[src/rtl/lcdr_pkg.sv]
// ----------------------------------------------------------------------------
// lcdr_pkg
// Shared types and constants for the dirty-tracked serial LCD refresh block.
// ----------------------------------------------------------------------------
package lcdr_pkg;

  // input operation codes
  localparam logic OP_SET     = 1'b0;
  localparam logic OP_REFRESH = 1'b1;

  // serial link sync bytes and display commands
  localparam logic [7:0] SYNC_CMD    = 8'hF8;
  localparam logic [7:0] SYNC_DATA   = 8'hFA;
  localparam logic [7:0] CMD_GDRAM   = 8'h80;
  localparam logic [7:0] CMD_EXT_GFX = 8'h26;
  localparam logic [7:0] NIBBLE_HI   = 8'hF0;

  // refresh job handed from the front to the back; sized for the largest grid
  typedef struct packed {
    logic       need_mode;  // send the extended graphic mode switch first
    logic [1:0] grp;        // column group (eight pixels wide)
    logic [4:0] row;        // pixel row
    logic [7:0] data;       // pixel byte snapshot
  } job_t;

endpackage

[src/rtl/dirty_tracked_lcd_refresh.sv]
// A set-pixel item holds the input through the accept, store read and write-back states.
// A refresh item scans the dirty marks 8 per cycle,
// then reads the byte and queues the job, waiting while the job queue is full.
// The serializer then sends 24 bytes (27 with the mode switch), one per cycle at most;
// the serializer and the LCD link's stall set the sustained rate.
// Reset (synchronous, rst_n low): dirty marks, written marks and mode flag clear at once.
// ----------------------------------------------------------------------------
// dirty_tracked_lcd_refresh
// Top level: pixel store with dirty tracking, job queue and frame serializer.
// ----------------------------------------------------------------------------
module dirty_tracked_lcd_refresh #(
  parameter int GRID_SIDE = 32
) (
  input  logic       clk,
  input  logic       rst_n,
  input  logic       in_valid,
  output logic       in_stall,
  input  logic       in_operation,
  input  logic [7:0] in_pixel_x,
  input  logic [7:0] in_pixel_y,
  input  logic       in_pixel_on,
  output logic       out_valid,
  input  logic       out_stall,
  output logic [7:0] out_lcd_byte,
  output logic       out_last_of_run
);
  import lcdr_pkg::*;

  logic push_valid;
  job_t push_job;
  logic push_full;
  logic pop_valid;
  logic pop_ready;
  job_t pop_job;

  lcdr_front #(
    .GRID_SIDE(GRID_SIDE)
  ) u_front (
    .clk         (clk),
    .rst_n       (rst_n),
    .in_valid    (in_valid),
    .in_stall    (in_stall),
    .in_operation(in_operation),
    .in_pixel_x  (in_pixel_x),
    .in_pixel_y  (in_pixel_y),
    .in_pixel_on (in_pixel_on),
    .push_valid  (push_valid),
    .push_job    (push_job),
    .push_full   (push_full)
  );

  lcdr_fifo u_queue (
    .clk       (clk),
    .rst_n     (rst_n),
    .push_valid(push_valid),
    .push_job  (push_job),
    .push_full (push_full),
    .pop_valid (pop_valid),
    .pop_ready (pop_ready),
    .pop_job   (pop_job)
  );

  lcdr_back u_back (
    .clk            (clk),
    .rst_n          (rst_n),
    .pop_valid      (pop_valid),
    .pop_ready      (pop_ready),
    .pop_job        (pop_job),
    .out_valid      (out_valid),
    .out_stall      (out_stall),
    .out_lcd_byte   (out_lcd_byte),
    .out_last_of_run(out_last_of_run)
  );

endmodule

[src/rtl/lcdr_ram.sv]
// ----------------------------------------------------------------------------
// lcdr_ram
// Generic single-write, single-read RAM with registered read data.
// ----------------------------------------------------------------------------
module lcdr_ram #(
  parameter int WIDTH = 8,
  parameter int DEPTH = 128
) (
  input  logic                     clk,
  input  logic                     we,
  input  logic [$clog2(DEPTH)-1:0] waddr,
  input  logic [WIDTH-1:0]         wdata,
  input  logic                     re,
  input  logic [$clog2(DEPTH)-1:0] raddr,
  output logic [WIDTH-1:0]         rdata
);

  logic [WIDTH-1:0] mem_r [DEPTH];
  logic [WIDTH-1:0] rdata_r;

  always_ff @(posedge clk) begin
    if (we) begin
      mem_r[waddr] <= wdata;
    end
    if (re) begin
      rdata_r <= mem_r[raddr];
    end
  end

  assign rdata = rdata_r;

endmodule

[src/rtl/lcdr_fifo.sv]
// ----------------------------------------------------------------------------
// lcdr_fifo
// Two-entry job queue between the classifier front and the serializer back.
// ----------------------------------------------------------------------------
module lcdr_fifo (
  input  logic           clk,
  input  logic           rst_n,
  input  logic           push_valid,
  input  lcdr_pkg::job_t push_job,
  output logic           push_full,
  output logic           pop_valid,
  input  logic           pop_ready,
  output lcdr_pkg::job_t pop_job
);
  import lcdr_pkg::*;

  job_t       entry_r [2];
  logic       wr_ptr_r, wr_ptr_nxt;
  logic       rd_ptr_r, rd_ptr_nxt;
  logic [1:0] count_r, count_nxt;
  logic       do_push, do_pop;

  assign push_full = (count_r == 2'd2);
  assign pop_valid = (count_r != 2'd0);
  assign pop_job   = entry_r[rd_ptr_r];
  assign do_push   = push_valid && !push_full;
  assign do_pop    = pop_valid && pop_ready;

  always_comb begin
    wr_ptr_nxt = do_push ? ~wr_ptr_r : wr_ptr_r;
    rd_ptr_nxt = do_pop ? ~rd_ptr_r : rd_ptr_r;
    count_nxt  = count_r;
    if (do_push && !do_pop) begin
      count_nxt = count_r + 2'd1;
    end else if (do_pop && !do_push) begin
      count_nxt = count_r - 2'd1;
    end
  end

  always_ff @(posedge clk) begin
    if (!rst_n) begin
      wr_ptr_r <= 1'b0;
      rd_ptr_r <= 1'b0;
      count_r  <= 2'd0;
    end else begin
      wr_ptr_r <= wr_ptr_nxt;
      rd_ptr_r <= rd_ptr_nxt;
      count_r  <= count_nxt;
    end
  end

  always_ff @(posedge clk) begin
    if (do_push) begin
      entry_r[wr_ptr_r] <= push_job;
    end
  end

endmodule

[src/rtl/lcdr_front.sv]
// ----------------------------------------------------------------------------
// lcdr_front
// Accepts items, updates the pixel store and dirty marks, and turns refresh
// items into jobs for the serializer.
// ----------------------------------------------------------------------------
module lcdr_front #(
  parameter int GRID_SIDE = 32
) (
  input  logic           clk,
  input  logic           rst_n,
  input  logic           in_valid,
  output logic           in_stall,
  input  logic           in_operation,
  input  logic [7:0]     in_pixel_x,
  input  logic [7:0]     in_pixel_y,
  input  logic           in_pixel_on,
  output logic           push_valid,
  output lcdr_pkg::job_t push_job,
  input  logic           push_full
);
  import lcdr_pkg::*;

  localparam int ROW_W   = $clog2(GRID_SIDE);
  localparam int GROUPS  = (GRID_SIDE + 7) / 8;
  localparam int GRP_W   = (GROUPS > 1) ? $clog2(GROUPS) : 1;
  localparam int ADDR_W  = GRP_W + ROW_W;
  localparam int DEPTH   = 1 << ADDR_W;
  localparam int CHUNKS  = DEPTH / 8;
  localparam int CHUNK_W = ADDR_W - 3;
  localparam logic [CHUNK_W-1:0] CHUNK_LAST = CHUNK_W'(CHUNKS - 1);

  typedef enum logic [5:0] {
    S_IDLE    = 6'b000001,
    S_SET_RD  = 6'b000010,
    S_SET_WR  = 6'b000100,
    S_SCAN    = 6'b001000,
    S_SCAN_RD = 6'b010000,
    S_PUSH    = 6'b100000
  } state_t;

  state_t              state_r, state_nxt;
  logic [ADDR_W-1:0]   addr_r, addr_nxt;
  logic [7:0]          mask_r, mask_nxt;
  logic                on_r, on_nxt;
  logic [CHUNK_W-1:0]  chunk_r, chunk_nxt;
  logic                ext_r, ext_nxt;
  logic [DEPTH-1:0]    dirty_r, dirty_nxt;
  logic [DEPTH-1:0]    written_r, written_nxt;

  logic [7:0]          chunk_bits;
  logic                chunk_hit;
  logic [2:0]          first_pos;
  logic [7:0]          rd_data;
  logic [7:0]          old_byte;
  logic [7:0]          new_byte;
  logic                in_range;
  logic                ram_re;
  logic                ram_we;

  assign in_stall = (state_r != S_IDLE);
  assign in_range = (in_pixel_x < 8'(GRID_SIDE)) && (in_pixel_y < 8'(GRID_SIDE));

  // bytes never written read as zero
  assign old_byte = written_r[addr_r] ? rd_data : 8'h00;
  assign new_byte = on_r ? (old_byte | mask_r) : (old_byte & ~mask_r);

  assign chunk_bits = dirty_r[{chunk_r, 3'b000} +: 8];
  assign chunk_hit  = |chunk_bits;

  always_comb begin
    first_pos = 3'd0;
    for (int i = 7; i >= 0; i--) begin
      if (chunk_bits[i]) begin
        first_pos = 3'(i);
      end
    end
  end

  always_comb begin
    state_nxt   = state_r;
    addr_nxt    = addr_r;
    mask_nxt    = mask_r;
    on_nxt      = on_r;
    chunk_nxt   = chunk_r;
    ext_nxt     = ext_r;
    dirty_nxt   = dirty_r;
    written_nxt = written_r;
    ram_re      = 1'b0;
    ram_we      = 1'b0;
    push_valid  = 1'b0;
    case (state_r)
      S_IDLE: begin
        if (in_valid) begin
          if (in_operation == OP_SET) begin
            if (in_range) begin
              addr_nxt  = {in_pixel_x[3 +: GRP_W], in_pixel_y[ROW_W-1:0]};
              mask_nxt  = 8'h80 >> in_pixel_x[2:0];
              on_nxt    = in_pixel_on;
              state_nxt = S_SET_RD;
            end
          end else begin
            chunk_nxt = '0;
            state_nxt = S_SCAN;
          end
        end
      end
      S_SET_RD: begin
        ram_re    = 1'b1;
        state_nxt = S_SET_WR;
      end
      S_SET_WR: begin
        // only a real change marks the byte dirty
        if (new_byte != old_byte) begin
          ram_we              = 1'b1;
          written_nxt[addr_r] = 1'b1;
          dirty_nxt[addr_r]   = 1'b1;
        end
        state_nxt = S_IDLE;
      end
      S_SCAN: begin
        if (chunk_hit) begin
          addr_nxt  = {chunk_r, first_pos};
          state_nxt = S_SCAN_RD;
        end else if (chunk_r == CHUNK_LAST) begin
          state_nxt = S_IDLE;
        end else begin
          chunk_nxt = chunk_r + 1'b1;
        end
      end
      S_SCAN_RD: begin
        ram_re    = 1'b1;
        state_nxt = S_PUSH;
      end
      S_PUSH: begin
        if (!push_full) begin
          push_valid        = 1'b1;
          dirty_nxt[addr_r] = 1'b0;
          ext_nxt           = 1'b1;
          state_nxt         = S_IDLE;
        end
      end
      default: begin
        state_nxt = S_IDLE;
      end
    endcase
  end

  always_comb begin
    push_job.need_mode = !ext_r;
    push_job.grp       = 2'(addr_r[ADDR_W-1 -: GRP_W]);
    push_job.row       = 5'(addr_r[ROW_W-1:0]);
    push_job.data      = old_byte;
  end

  lcdr_ram #(
    .WIDTH(8),
    .DEPTH(DEPTH)
  ) u_store (
    .clk  (clk),
    .we   (ram_we),
    .waddr(addr_r),
    .wdata(new_byte),
    .re   (ram_re),
    .raddr(addr_r),
    .rdata(rd_data)
  );

  always_ff @(posedge clk) begin
    if (!rst_n) begin
      state_r   <= S_IDLE;
      chunk_r   <= '0;
      ext_r     <= 1'b0;
      dirty_r   <= '0;
      written_r <= '0;
    end else begin
      state_r   <= state_nxt;
      chunk_r   <= chunk_nxt;
      ext_r     <= ext_nxt;
      dirty_r   <= dirty_nxt;
      written_r <= written_nxt;
    end
  end

  always_ff @(posedge clk) begin
    addr_r <= addr_nxt;
    mask_r <= mask_nxt;
    on_r   <= on_nxt;
  end

endmodule

[src/rtl/lcdr_back.sv]
// ----------------------------------------------------------------------------
// lcdr_back
// Serializer: expands one refresh job into three-byte LCD frames, one byte
// per cycle while the output is not stalled, through an output register.
// ----------------------------------------------------------------------------
module lcdr_back (
  input  logic           clk,
  input  logic           rst_n,
  input  logic           pop_valid,
  output logic           pop_ready,
  input  lcdr_pkg::job_t pop_job,
  output logic           out_valid,
  input  logic           out_stall,
  output logic [7:0]     out_lcd_byte,
  output logic           out_last_of_run
);
  import lcdr_pkg::*;

  // frame 0 is the mode switch, frames 1..8 cover two display rows
  localparam logic [3:0] FRAME_MODE  = 4'd0;
  localparam logic [3:0] FRAME_FIRST = 4'd1;
  localparam logic [3:0] FRAME_LAST  = 4'd8;

  localparam logic [1:0] BYTE_SYNC = 2'd0;
  localparam logic [1:0] BYTE_HI   = 2'd1;
  localparam logic [1:0] BYTE_LO   = 2'd2;

  localparam logic [1:0] KIND_VADDR   = 2'd0;
  localparam logic [1:0] KIND_HADDR   = 2'd1;
  localparam logic [1:0] KIND_DATA_HI = 2'd2;
  localparam logic [1:0] KIND_DATA_LO = 2'd3;

  function automatic logic [7:0] widen(input logic [3:0] n);
    logic [7:0] w;
    for (int i = 0; i < 4; i++) begin
      w[2*i +: 2] = {2{n[i]}};
    end
    return w;
  endfunction

  logic       busy_r, busy_nxt;
  job_t       job_r, job_nxt;
  logic [3:0] frame_r, frame_nxt;
  logic [1:0] sub_r, sub_nxt;
  logic       out_valid_r, out_valid_nxt;
  logic [7:0] out_byte_r, out_byte_nxt;
  logic       out_last_r, out_last_nxt;

  logic [3:0] fidx;
  logic [1:0] kind;
  logic [5:0] disp_row;
  logic [7:0] payload;
  logic [7:0] sync;
  logic [7:0] cur_byte;
  logic       is_last;
  logic       load;

  assign pop_ready = !busy_r;
  assign load      = busy_r && (!out_valid_r || !out_stall);

  assign fidx     = frame_r - FRAME_FIRST;
  assign kind     = fidx[1:0];
  assign disp_row = {job_r.row, fidx[2]};
  assign is_last  = (frame_r == FRAME_LAST) && (sub_r == BYTE_LO);

  always_comb begin
    if (frame_r == FRAME_MODE) begin
      payload = CMD_EXT_GFX;
      sync    = SYNC_CMD;
    end else begin
      case (kind)
        KIND_VADDR: begin
          payload = CMD_GDRAM | {3'b000, disp_row[4:0]};
          sync    = SYNC_CMD;
        end
        KIND_HADDR: begin
          // bit 3 selects the lower screen half
          payload = CMD_GDRAM | {4'b0000, disp_row[5], 1'b0, job_r.grp};
          sync    = SYNC_CMD;
        end
        KIND_DATA_HI: begin
          payload = widen(job_r.data[7:4]);
          sync    = SYNC_DATA;
        end
        KIND_DATA_LO: begin
          payload = widen(job_r.data[3:0]);
          sync    = SYNC_DATA;
        end
        default: begin
          payload = 8'h00;
          sync    = SYNC_CMD;
        end
      endcase
    end
    case (sub_r)
      BYTE_SYNC: cur_byte = sync;
      BYTE_HI:   cur_byte = payload & NIBBLE_HI;
      BYTE_LO:   cur_byte = {payload[3:0], 4'b0000};
      default:   cur_byte = 8'h00;
    endcase
  end

  always_comb begin
    busy_nxt      = busy_r;
    job_nxt       = job_r;
    frame_nxt     = frame_r;
    sub_nxt       = sub_r;
    out_valid_nxt = out_valid_r;
    out_byte_nxt  = out_byte_r;
    out_last_nxt  = out_last_r;
    if (!busy_r) begin
      if (pop_valid) begin
        busy_nxt  = 1'b1;
        job_nxt   = pop_job;
        frame_nxt = pop_job.need_mode ? FRAME_MODE : FRAME_FIRST;
        sub_nxt   = BYTE_SYNC;
      end
      if (out_valid_r && !out_stall) begin
        out_valid_nxt = 1'b0;
      end
    end else if (load) begin
      out_valid_nxt = 1'b1;
      out_byte_nxt  = cur_byte;
      out_last_nxt  = is_last;
      if (sub_r == BYTE_LO) begin
        sub_nxt = BYTE_SYNC;
        if (frame_r == FRAME_LAST) begin
          busy_nxt = 1'b0;
        end else begin
          frame_nxt = frame_r + 4'd1;
        end
      end else begin
        sub_nxt = sub_r + 2'd1;
      end
    end
  end

  always_ff @(posedge clk) begin
    if (!rst_n) begin
      busy_r      <= 1'b0;
      out_valid_r <= 1'b0;
      frame_r     <= FRAME_MODE;
      sub_r       <= BYTE_SYNC;
    end else begin
      busy_r      <= busy_nxt;
      out_valid_r <= out_valid_nxt;
      frame_r     <= frame_nxt;
      sub_r       <= sub_nxt;
    end
  end

  always_ff @(posedge clk) begin
    job_r      <= job_nxt;
    out_byte_r <= out_byte_nxt;
    out_last_r <= out_last_nxt;
  end

  assign out_valid       = out_valid_r;
  assign out_lcd_byte    = out_byte_r;
  assign out_last_of_run = out_last_r;

endmodule

[config.mk]
export PLATFORM = sky130hd
export DESIGN_NAME = dirty_tracked_lcd_refresh
export DESIGN_NICKNAME = d
export VERILOG_FILES = /design/src/rtl/lcdr_pkg.sv /design/src/rtl/dirty_tracked_lcd_refresh.sv /design/src/rtl/lcdr_ram.sv /design/src/rtl/lcdr_fifo.sv /design/src/rtl/lcdr_front.sv /design/src/rtl/lcdr_back.sv
export SDC_FILE = /design/constraint.sdc
export NUM_CORES = 2
export LEC_CHECK = 0
export BUFFER_PORTS_ARGS = -buffer_cell sky130_fd_sc_hd__buf_4
export CAP_MARGIN = 15
export CELL_PAD_IN_SITES_DETAIL_PLACEMENT = 0
export CELL_PAD_IN_SITES_GLOBAL_PLACEMENT = 1
export CORE_AREA = 2 2 366 368
export CTS_CLUSTER_SIZE = 25
export DETAILED_ROUTE_END_ITERATION = 10
export DIE_AREA = 0 0 368 370
export PLACE_DENSITY_LB_ADDON = 0.1
export SETUP_SLACK_MARGIN = 0.15
export SLEW_MARGIN = 10
export SYNTH_ARGS = -nofsm -noshare
export SYNTH_HDL_FRONTEND = slang
export SYNTH_SLANG_ARGS = --single-unit
[constraint.sdc]
create_clock -name clk -period 5.6 [get_ports clk]
set_input_delay 0.84 -clock clk [delete_from_list [all_inputs] [get_ports clk]]
set_output_delay 0.84 -clock clk [all_outputs]
set_load 0.02 [all_outputs]
==> results.toml <==
[cts]
cts_sinks = 1382
cts_made_buffers = 151
cts_tree = "yes"
post_cts_resized = 0
cts_hold_buf = 0
cts-root-buf = "clkbuf_16"
clock_latency_ns = 0.79
cts_setup_buffers = 0
clockBufferDepth = 3
htreeDepth = 4
path_clk_slew_ns = 0.06

[global_routing]
grt_use_met2_pct = 40.0
antenna_found_initial = 7
grt-busiest-layer = "met2"
grt_pass1_wl_um = 246000
grt_use_total_pct = 25.2
globalRouteMet1Util_pct = 35.1
grt_max_degree = 155
gr-total-overflow = 0
use_met3_pct = 4.40
first_global_vias = 32471

[floorplanning]
rows = 134
top_level_ports = 33
start_util_pct = 39.7
die_x_um = 368
coreArea_mm2 = 0.132
die-area_mm2 = 0.136
die_h_um = 370

[run]
max_cap_viol_count = 0

[sta]
skew_ns = 0.0314
rsz0062_at_grt = "false"
period_share_pct = 92.7
max_freq_ghz = 0.193
setup_violations = 0
slew_headroom_pct = 16.7
fin_crit_ns = 5.19
setup_tns_ns = 0
hold_viol = 0
drv_slew = 0
worstMarginPinSlew_ns = 1.24

[worst_setup_path]
rrSetupSlack_ns = 0.41
arrival_ns = 5.66
cp_slowest_cell = "nor4_4"
critical_path.max_stage_delay_ns = 0.73
path_cells = "buf_12 -> mux2i_1 -> o22ai_1 -> o21ai_0 -> a41oi_1 -> nor4_4 -> a21boi_0 -> o22ai_1 -> nor4_4 -> buf_4 -> buf_12 -> nor4_2 -> buf_4"
crit_required_ns = 6.07
path_class = "flip-flop to flip-flop"
crit_fanout = 39
endpoint_kind = "flip-flop"
crit_path_start_kind = "flip-flop"

[synth]
synth_edf_count = 1102
synth_top_flop_cell = "edfxtp_1"
synthDistinctLibCells = 72
syn_avg_cell_area_um2 = 16.2
seq_area_frac_synth_pct = 73.6
ys_seq_elements = 1382
syn_area_mm2 = 0.0526
yosysTopAreaCellShare_pct = 62.9
synth_area_leaders = "edfxtp_1 63%, dfxtp_1 11%, a22oi_1 5.5%"
yosysTopAreaCell = "edfxtp_1"
async_reset_ff_share_pct = 0
syn_inst = 3255
yosysWarnings = 0

[pwr]
powerDensity_mw_per_mm2 = 365
clkPwrFrac_pct = 42.9
comb_power_share_pct = 7.2
total_power_mw = 22.5
p_sw_mw = 5.36
sw_frac_of_total_pct = 23.8
pwr-share-seq_pct = 49.9
intPower_mw = 17.2
p_leak_nw = 19.3
vdd.ir_drop.worst_v = 0.000276

[drt]
ant_nets = 0
vias_per_cell = 6.18
vias = 32791
drcViolationCount = 0
dr.pass1.iters = 6
detail_route.wl_per_cell_um = 32.6
drtIter0Drc = 3694
wirelength_um = 173000

[hold_path]
min_path_type = "input port to flip-flop"

[run_status]
run_status = "finished, final reports clean"

[placement]
dp_hpwl_um = 108000
routabilityCongestion = 0.890
io_buffers = 30

[cells_and_area]
area_growth_pct = 17.2
nNetsFinal = 3439
drive_above_1_share_pct = 23.9
n_fill_cell = 11417
==> synth_stat cells, types with 51 or more instances <==
| cell type | n |
|---|---|
| clkbuf_1 | 186 |
| nand4_1 | 53 |
| nor4_1 | 150 |
| o21a_1 | 129 |
| dfxtp_1 | 280 |
| nand2_1 | 69 |
| a22o_1 | 74 |
| buf_1 | 51 |
| nor2_1 | 56 |
| a22oi_1 | 386 |
| o221a_2 | 117 |
| a221oi_1 | 82 |
| edfxtp_1 | 1102 |
==> registers in the layout, summed over array words and instances (netlist names), 2 cells and up, named ones only <==
register	flops
u_back.job_r	10
u_front.mask_r	8
u_front.addr_r	7
u_front.chunk_r	4
u_back.frame_r	4
u_back.sub_r	2
u_front.state_r	6
u_back.disp_row	5
u_queue.entry_r	32
u_front.u_store.mem_r	1024
u_front.u_store.rdata	8
u_back.out_lcd_byte	6
u_front.written_r	128
u_queue.count_r	2
==> layout make-up <==
class,instances,area (um2),share of cell area [%]
Sequential cell,1382,38700,62.8
Multi-Input combinational cell,1571,13400,21.8
Clock buffer,205,4120,6.69
Timing Repair Buffer,278,2410,3.90
Tap cell,1768,2210,3.59
Clock inverter,72,686,1.11
Inverter,25,93.8,0.152
Antenna cell,5,12.5,0.0203
==> critical path: cells and delay by family (launching register included) <==
family	cells	cell delay, ns
muxes	1	0.45
DFF	1	0.49
and+or+nand+nor	3	1.40
AOI/OAI and AO/OA	5	1.31
buffers and inverters	4	1.15
==> power by group through the flow <==
stage | clock, mW | sequential, mW | combinational, mW
floorplan | 0 | 11.4 | 0.937
detailed placement | 0 | 11.5 | 1.62
global placement | 0 | 11.5 | 1.61
CTS | 9.84 | 11.2 | 1.63
global route | 10.2 | 11.2 | 1.73
finish | 9.67 | 11.2 | 1.62
==> metal layers <==
metal | vias to the layer above | part of all wire (%)
met4 | 4 | 3.0
met5 | - | 0.016
li1 | 13936 | -
met1 | 17377 | 44
met2 | 1213 | 47
met3 | 261 | 6.3
==> logic make-up after synthesis <==
group | after synthesis | synth area share (%)
adders and majority gates | 8 | 0.190
xor gates and xnor gates | 10 | 0.167
AOI/OAI and AO/OA | 1001 | 15.3
buffers and inverters | 303 | 2.47
muxes | 108 | 3.25
DFF | 1382 | 73.6
other | 1 | 0.00713
and+or+nand+nor | 442 | 5.02
==> path summary, 6_finish.rpt <==
check / from / endpoint / depth (start not counted)
min: in_pixel_on / u_front.on_r / 1
max reg2reg: u_front.addr_r[0] / u_front.u_store.mem_r[78][0] / 13
min reg2reg: u_front.written_r[29] / u_front.written_r[29] / 1
max: u_front.addr_r[0] / u_front.u_store.mem_r[78][0] / 13
==> metrics by stage <==
stage          worst slack, ns  instances  hold WS, ns  area (um2)  utilization, %
2_1_floorplan             1.36       3256        0.435       52600               -
3_3_place_gp             0.408       5024        0.443       56800            42.9
3_5_place_dp             0.427       5024        0.453       56800            42.9
4_1_cts                  0.414       5301        0.195       61600            46.5
5_1_grt                  0.180       5303        0.213       61700            46.5
6_report                 0.408       5306        0.246       61700            46.6
==> cells in the final DEF, fill, tap and decap left out, types with 25 or more instances in the layout <==
cell       count
clkbuf_16    152
a22oi_1      386
a221oi_1      82
nor2_1        51
nand4_1       53
a41oi_1       31
buf_4        252
nor4_1        36
clkbuf_1      41
inv_1         25
a22o_1        74
nor4_2       126
dfxtp_1      278
a31oi_1       48
o21ai_0       28
mux2i_1       36
o221a_2      117
nand2_1       63
o21a_1       129
nand3_1       25
edfxtp_1    1102
mux4_2        48
buf_12        25
Note: power is estimated with default switching activity, not from simulation.
